==> src/rtl/core/fat12_pkg.sv <==
// Package: constants and payload types of the FAT12 cluster chain allocator
package fat12_pkg;

  localparam int TABLE_BYTES     = 512;
  localparam int CLUSTER_SECTORS = 8;
  localparam int SECTOR_BYTES    = 512;
  localparam int CLUSTER_BYTES   = SECTOR_BYTES * CLUSTER_SECTORS;
  localparam int TBL_AW          = $clog2(TABLE_BYTES);

  localparam logic [11:0] LAST_CLUSTER = 12'hFF6;
  localparam logic [11:0] END_MARK     = 12'hFFF;
  localparam logic [11:0] FIRST_FREE   = 12'd2;
  localparam logic [20:0] COUNT_MAX    = 21'h1FFFFF;
  localparam logic [24:0] DISK_RESET   = 25'd8388608;

  localparam logic OP_ALLOC = 1'b0;
  localparam logic OP_READ  = 1'b1;

  typedef struct packed {
    logic        opcode;
    logic [31:0] file_length;
    logic [8:0]  table_byte_address;
  } fat12_in_t;

  typedef struct packed {
    logic [11:0] head_cluster;
    logic [20:0] cluster_count;
    logic [15:0] start_sector;
    logic        start_valid;
    logic        no_room;
    logic [7:0]  table_byte;
  } fat12_out_t;

endpackage

==> src/rtl/core/fat12_sector.sv <==
// Start sector of a chain from the disk size register and the first cluster
module fat12_sector (
  input  logic [24:0] size_bytes,
  input  logic [11:0] head_cluster,
  output logic [15:0] start_sector
);

  localparam int SECTOR_BYTES = fat12_pkg::SECTOR_BYTES;

  logic [15:0] total_sec;
  logic [31:0] fat_units;
  logic [15:0] fat_sec;
  logic [15:0] data_sec;
  logic [15:0] clus_off;

  // Total sectors wrap to 16 bits, as a 16-bit sector register would
  assign total_sec = 16'((32'(size_bytes) + 32'd65536) / SECTOR_BYTES);
  assign fat_units = (32'(total_sec) / fat12_pkg::CLUSTER_SECTORS + 32'd1023) / 32'd1024;
  assign fat_sec   = 16'(32'd3 * fat_units);
  // Boot sector, two FAT copies, two root directory sectors
  assign data_sec  = 16'd3 + 16'(fat_sec << 1);
  assign clus_off  = 16'((32'(head_cluster) - 32'd2) * fat12_pkg::CLUSTER_SECTORS);
  assign start_sector = data_sec + clus_off;

endmodule

==> config.mk <==
export PLATFORM = sky130hd
export DESIGN_NAME = fat12_sector
export DESIGN_NICKNAME = d
export VERILOG_FILES = /design/src/rtl/core/fat12_pkg.sv /design/src/rtl/core/fat12_sector.sv
export SDC_FILE = /design/constraint.sdc
export NUM_CORES = 1
export LEC_CHECK = 0
export BUFFER_PORTS_ARGS = -buffer_cell sky130_fd_sc_hd__buf_4
export CORE_MARGIN = 1.5
export CORE_UTILIZATION = 50
export DETAILED_ROUTE_END_ITERATION = 6
export PLACE_DENSITY = 0.81
export SYNTH_ARGS = -nofsm -noshare
export SYNTH_HDL_FRONTEND = slang
export SYNTH_SLANG_ARGS = --single-unit
==> constraint.sdc <==
create_clock -name vclk -period 7.6
set_clock_uncertainty 0.1 [all_clocks]
set_input_delay 0.76 -clock vclk [all_inputs]
set_output_delay 0.76 -clock vclk [all_outputs]
set_load 0.02 [all_outputs]
==> flow_summary.ini, run 1 <==
[clock_tree]
cts_resized = 0
cts_setup_buffers = 0
hold_buffers = 0

[setup_path]
worstPathMaxFanout = 6
start_kind = input port
cp-end-kind = output pin
endpoint = start_sector[15]
cp_data_arrival_time_ns = 5.74
critPathKind = input port to output pin
startpoint = size_bytes[15]
cp.required_ns = 6.74

[final_layout]
diodes = 0
seq_cells = 0
drive_gt1_share_pct = 28.3
area_growth_pct = 27.4
clkbuf_count = 0
nNetsFinal = 245
final_cell_area_sq_um = 1470
seq_area_sq_um = 0

[worst_hold_path]
holdCritPathClass = input port to output pin
hold_depth = 3

[sta]
slew_viol_final = 0
tightest_slew_ns = 0.539
setup_viol = 0
fin_crit_sh_pct = 86.8
fin_setup_tns_ns = 0
slew_headroom_pct = 63.7
rsz0062_at_grt = false
period_needed_ns = 6.60
fmax_ghz = 0.152
hold_slack_ns = 1.75
hold_violations = 0

[detailed_routing]
routed_wl_microns = 2630
drcViolationCount = 0
vias_per_cell = 5.62
drt_pass1_iterations = 4
vias = 1230
drtIter0Drc = 11
ant_nets = 0
routedWlPerCell_microns = 12.0

[floorplanning]
row_count = 17
dieArea_sq_um = 2600
core_sq_um = 2190
initial_utilization_pct = 52.5
io_pins = 53
die_y_microns = 51.0
dieWidth_microns = 51.0

[power]
ir_drop_mv = 0.128
power.leakage_nw = 0.640
p_total_mw = 0.173
p_per_area_nw_per_um2 = 118

[global_route]
grt_pass1_wl_microns = 4570
grt_pass1_vias = 1162
antenna_found_initial = 0
grt_start_max_net_pins = 10
grt.overflow.total = 0
grt.total_usage_pct = 21.1

[synth]
yosys_warnings = 0
syn_nets = 207
synth_area_sq_um = 1150
postSynthCellCount = 155
synth_area_leaders = ha_1, xnor2_1, xor2_1
yosys.area.top_type = ha_1
synth_cell_type_count = 47
synth_top_area_share_pct = 14.1
yosysSeqAreaShare_pct = 0
syn_area_per_cell_sq_um = 7.43

[placement]
gp_congestion = 0.766
hpwl_microns = 2320
port-buffer-count = 40
place_area_sq_um = 1470

[status]
status = completed

[run]
cap_violations = 0
-- cell type report --
cell class                 instances  area [sq um]
inverter                          14          52.6
fill                             198           724
timing repair buffer              40           300
tap                               28          35.0
multi-input combinational        137          1080
-- cells in the mapped netlist, drive strengths merged --
library cell  number
nor3               6
nor2              12
buf                2
a31oi              2
conb               1
nand4              1
nor4b              2
o311ai             2
o21bai             2
fa                 2
a22o               1
nand2              9
or2                2
nor2b              4
xor2               9
o211ai             1
o31a               2
o31ai              3
or4                3
a21o               5
xnor2             18
a211oi             2
clkbuf             2
ha                13
nand3              6
a311o              1
a21oi             11
nor4               2
or3                4
inv               14
o21a               1
a32oi              2
nand3b             1
or2b               1
a221oi             2
or3b               1
nand4b             1
o21ai              2
-- per-layer routing --
layer,routed length [microns],up-vias,GRT usage (%)
met1,1190,560,25.4
li1,-,636,-
met2,1330,34,43.3
met5,0,-,0
met3,105,0,0
met4,0,0,0
-- power breakdown --
part	internal [mW]	switching (mW)	total, mW
Combinational	0.0770	0.0963	0.173
Clock	0	0	0
Sequential	0	0	0
Total	0.0770	0.0963	0.173
-- layout by cell type, fill, tap and decap left out, types with 3 or more instances in the layout --
cell,count
a21o_1,4
a21oi_1,11
buf_4,40
ha_1,13
inv_1,14
nand2_1,9
nand3_1,5
nor2_1,12
nor2b_1,4
nor3_1,6
o31ai_1,3
xnor2_1,18
xor2_1,8
-- kinds of logic (layout without fill, tap and decap cells) --
| logic type | count (synthesis) | count (layout) | share of synthesized area (%) |
|---|---|---|---|
| adder cells (fa/ha/maj) | 15 | 15 | 17.6 |
| AO/OA/AOI/OAI | 39 | 39 | 26.0 |
| other | 1 | 1 | 0.326 |
| AND/OR/NAND/NOR | 55 | 55 | 28.6 |
| XOR/XNOR | 27 | 27 | 21.2 |
| buffers and inverters | 18 | 54 | 6.30 |
-- critical path: stages --
cell and delay (ns):
buf_4 0.10, or4_1 0.56, nand2_1 0.09, nand4b_1 0.19
a21o_2 0.24, a22o_1 0.17, a21oi_1 0.18, xnor2_1 0.25
ha_1 0.32, a21o_1 0.18, a21oi_1 0.23, xor2_2 0.16
o31a_2 0.31, a221oi_2 0.17, o211ai_1 0.11, ha_1 0.32
inv_1 0.06, o21bai_1 0.20, a21oi_1 0.13, or2_2 0.34
o311ai_0 0.35, o31ai_1 0.12, buf_4 0.17
-- through the flow --
step                      setup slack, ns  utilization (%)  instances
after floorplan                      1.43                -        155
after global placement               1.14             66.9        219
after detailed placement            0.990             66.9        219
after CTS                           0.976             66.9        219
after global routing                0.656             66.9        219
final                                1.00             66.9        219
-- worst min path at each step --
stage,startpoint,to
2_1_floorplan,head_cluster[7],start_sector[10]
4_1_cts,head_cluster[0],start_sector[3]
6_report,head_cluster[0],start_sector[3]
3_3_place_gp,head_cluster[0],start_sector[3]
3_5_place_dp,head_cluster[0],start_sector[3]
5_1_grt,head_cluster[0],start_sector[3]
(Power assumes the default switching activity.)
==> run 2: changes to the inputs <==
--- a/config.mk
+++ b/config.mk
@@ -6,10 +6,12 @@
 export NUM_CORES = 1
 export LEC_CHECK = 0
 export BUFFER_PORTS_ARGS = -buffer_cell sky130_fd_sc_hd__buf_4
+export CELL_PAD_IN_SITES_DETAIL_PLACEMENT = 1
+export CELL_PAD_IN_SITES_GLOBAL_PLACEMENT = 1
 export CORE_MARGIN = 1.5
-export CORE_UTILIZATION = 50
+export CORE_UTILIZATION = 34
 export DETAILED_ROUTE_END_ITERATION = 6
-export PLACE_DENSITY = 0.81
+export PLACE_DENSITY = 0.8
 export SYNTH_ARGS = -nofsm -noshare
 export SYNTH_HDL_FRONTEND = slang
 export SYNTH_SLANG_ARGS = --single-unit
==> run 2 against run 1 <==
Critical path depth unchanged. Global-route usage down 3.2 points. Core utilization down 19 points. Wire length up 23%. Critical path type unchanged. Critical endpoint unchanged. Largest power group unchanged.
==> flow_summary.ini, run 2 (synthesis gave the netlist of run 1 again) <==
[sta]
tightest_slew_ns = 0.542
hold_violations = 0
layout_setup_ws_ns = 0.830
slew_viol_final = 0
hold_slack_ns = 1.75
period_needed_ns = 6.77
fmax_ghz = 0.148
fin_crit_sh_pct = 89.1
setup_viol = 0
slew_headroom_pct = 63.6
fin_setup_tns_ns = 0
rsz0062_at_grt = false

[final_layout]
final_cell_area_sq_um = 1490
drive_gt1_share_pct = 28.3
clkbuf_count = 0
seq_cells = 0
utilization_pct = 47.5
diodes = 0
final_cell_mix = buf_4, xnor2_1, inv_1
final_common_cell = buf_4
nNetsFinal = 245
area_growth_pct = 29.1
seq_area_sq_um = 0
final_cell_count_no_fill = 235

[run]
cap_violations = 0

[power]
p_total_mw = 0.177
power.leakage_nw = 0.640
ir_drop_mv = 0.0376
p_per_area_nw_per_um2 = 119

[detailed_routing]
drt_pass1_iterations = 4
vias_per_cell = 5.32
routedWlPerCell_microns = 13.7
vias = 1251
routed_wl_microns = 3220
drcViolationCount = 0
drtIter0Drc = 36
ant_nets = 0

[global_route]
grt_start_max_net_pins = 10
grt_pass1_vias = 1267
grt.overflow.total = 0
grt.total_usage_pct = 17.9
antenna_found_initial = 0
grt_pass1_wl_microns = 5290

[placement]
place_area_sq_um = 1490
placed_cells = 235
dp_slack_ns = 0.756
gp_congestion = 0.749
hpwl_microns = 2880
port-buffer-count = 40

[floorplanning]
row_count = 20
die_y_microns = 61.2
dieWidth_microns = 61.2
dieArea_sq_um = 3740
initial_utilization_pct = 36.8
core_sq_um = 3130
io_pins = 53

[setup_path]
start_kind = input port
cp.required_ns = 6.74
endpoint = start_sector[15]
critPathKind = input port to output pin
cp_data_arrival_time_ns = 5.91
startpoint = size_bytes[15]
worstPathMaxFanout = 6
cp-end-kind = output pin

[status]
status = completed

[worst_hold_path]
holdCritPathClass = input port to output pin

[clock_tree]
hold_buffers = 0
cts_resized = 0
cts_setup_buffers = 0
==> run 2: cell counts in the layout (fill, tap and decap cells not counted) <==
Identical to the previous run, type by type.
==> run 2: how the worst min path moves through the flow <==
stage                               start          endpoint  slack, ns  depth (start not counted)
final                     head_cluster[0]   start_sector[3]       1.75                          3
after global routing      head_cluster[0]   start_sector[3]       1.76                          3
after CTS                 head_cluster[0]   start_sector[3]       1.76                          3
after detailed placement  head_cluster[0]   start_sector[3]       1.76                          3
after global placement    head_cluster[0]   start_sector[3]       1.75                          3
after floorplan           head_cluster[7]  start_sector[10]       1.56                          1
==> run 2: power breakdown <==
group	switching [mW]	internal [mW]
sequential	0	0
combinational	0.0991	0.0774
clock	0	0
==> run 2: area by class of cell <==
class	count	area, sq um
well taps	44	55.1
repair buffers	40	300
multi-input cells	137	1080
fillers	411	1640
inverters	14	52.6
==> run 2: worst max-delay path, stage by stage <==
cell	delay (ns)
buf_4	0.10
or4_1	0.56
nand2_1	0.10
nand4b_1	0.19
a21o_2	0.24
a22o_1	0.17
a21oi_1	0.21
xnor2_1	0.29
ha_1	0.32
a21o_1	0.18
a21oi_1	0.24
xor2_2	0.17
o31a_2	0.32
a221oi_2	0.20
o211ai_1	0.12
ha_1	0.33
inv_1	0.06
o21bai_1	0.22
a21oi_1	0.14
or2_2	0.35
o311ai_0	0.34
o31ai_1	0.13
buf_4	0.18
==> run 2: layer usage <==
metal / vias to the layer above / GRT usage (%) / wire length (microns)
met5: - / 0 / 0
met2: 30 / 38.3 / 1780
met4: 0 / 0 / 0
li1: 629 / - / -
met3: 0 / 0.210 / 141
met1: 592 / 20.4 / 1300
==> run 3: changes to the inputs <==
--- a/config.mk
+++ b/config.mk
@@ -5,7 +5,7 @@
 export SDC_FILE = /design/constraint.sdc
 export NUM_CORES = 1
 export LEC_CHECK = 0
-export BUFFER_PORTS_ARGS = -buffer_cell sky130_fd_sc_hd__buf_4
+export BUFFER_PORTS_ARGS = -buffer_cell sky130_fd_sc_hd__buf_2
 export CELL_PAD_IN_SITES_DETAIL_PLACEMENT = 1
 export CELL_PAD_IN_SITES_GLOBAL_PLACEMENT = 1
 export CORE_MARGIN = 1.5
==> run 3 against run 2 <==
Highest routed layer is now met4. Largest cell class unchanged. Wire length is 5.2% lower. Via count hardly changed. Critical endpoint unchanged. First-iteration DRC count is 120% higher. Power is 9.5% lower.
==> flow_summary.ini, run 3 (synthesis gave the netlist of run 1 again) <==
[status]
status = completed

[sta]
rsz0062_at_grt = false
fin_setup_tns_ns = 0
slew_viol_final = 0
period_needed_ns = 6.82
setup_viol = 0
hold_violations = 0
fmax_ghz = 0.147
fin_crit_sh_pct = 89.7
slew_headroom_pct = 65.4
tightest_slew_ns = 0.515

[final_layout]
seq_cells = 0
diodes = 0
final_cell_mix = buf_2, xnor2_1, inv_1
drive_gt1_share_pct = 28.3
final_cell_area_sq_um = 1390
seq_area_sq_um = 0
area_growth_pct = 20.4
nNetsFinal = 245
fillers = 432
final_common_cell = buf_2
clkbuf_count = 0

[detailed_routing]
routedWlPerCell_microns = 13.0
drt_pass1_iterations = 4
vias = 1250
drtIter0Drc = 79
drcViolationCount = 0
vias_per_cell = 5.32
routed_wl_microns = 3050
ant_nets = 0

[worst_hold_path]
holdPathEnd = start_sector[3]
hold_depth = 3
holdCritPathClass = input port to output pin
min_from = head_cluster[0]

[setup_path]
critPathKind = input port to output pin
cp-end-kind = output pin
cp.required_ns = 6.74
cp_data_arrival_time_ns = 5.96
start_kind = input port
worstPathMaxFanout = 6

[floorplanning]
initial_utilization_pct = 36.8
row_count = 20
dieWidth_microns = 61.2
dieArea_sq_um = 3740
core_sq_um = 3130
die_y_microns = 61.2
io_pins = 53

[placement]
hpwl_microns = 2740
place_area_sq_um = 1390
gp_congestion = 0.779
port-buffer-count = 40

[global_route]
grt_start_max_net_pins = 10
antenna_found_initial = 0
grt.total_usage_pct = 17.2
grt.overflow.total = 0
grt_pass1_wl_microns = 5180
grt_pass1_vias = 1258

[power]
ir_drop_mv = 0.0369
p_per_area_nw_per_um2 = 115
power.leakage_nw = 0.606

[clock_tree]
cts_resized = 0
hold_buffers = 0
cts_setup_buffers = 0

[run]
cap_violations = 0
## run 3: cell counts in the layout (fill, tap and decap cells not counted)
No cell type changed its count.
## run 3: through the flow
step | setup WS, ns | hold WS (ns) | cells | utilization, % | power, mW
after floorplan | 1.43 | 1.56 | 155 | - | 0.113
after global placement | 1.12 | 1.77 | 235 | 44.3 | 0.154
after detailed placement | 0.752 | 1.78 | 235 | 44.3 | 0.162
after CTS | 0.727 | 1.78 | 235 | 44.3 | 0.162
after global routing | 0.475 | 1.79 | 235 | 44.3 | 0.179
final | 0.782 | 1.77 | 235 | 44.3 | 0.160
## run 3: critical path, cell delays in order
cell      delay (ns)
buf_2           0.09
or4_1           0.56
nand2_1         0.10
nand4b_1        0.21
a21o_2          0.25
a22o_1          0.17
a21oi_1         0.17
xnor2_1         0.28
ha_1            0.32
a21o_1          0.18
a21oi_1         0.22
xor2_2          0.33
nor3_1          0.10
a221oi_2        0.25
o211ai_1        0.12
ha_1            0.34
inv_1           0.08
o21bai_1        0.23
a21oi_1         0.14
or2_2           0.35
o311ai_0        0.36
o31ai_1         0.14
buf_2           0.18
## run 3: worst max path at each step
stage	start	end	slack, ns	cells after the start
after floorplan	size_bytes[15]	start_sector[15]	1.43	21
after CTS	size_bytes[15]	start_sector[15]	0.73	23
after global routing	size_bytes[15]	start_sector[15]	0.48	23
final	size_bytes[15]	start_sector[15]	0.78	23
after global placement	size_bytes[15]	start_sector[15]	1.12	23
after detailed placement	size_bytes[15]	start_sector[15]	0.75	23
## run 3: final cells by class
class	instances	area, sq um	area share (%)
inverters	14	52.6	3.79
multi-input cells	137	1080	77.8
well taps	44	55.1	3.97
repair buffers	40	200	14.4
## run 3: layer usage
metal,part of all wire [%],track usage [%]
met5,0,0
met4,0.82,0.932
met3,4.0,0.210
met2,53,36.2
met1,43,19.8
## run 3: power breakdown
group	switching [mW]	leakage [nW]	internal [mW]
sequential	0	0	0
clock	0	0	0
combinational	0.0985	0.606	0.0613
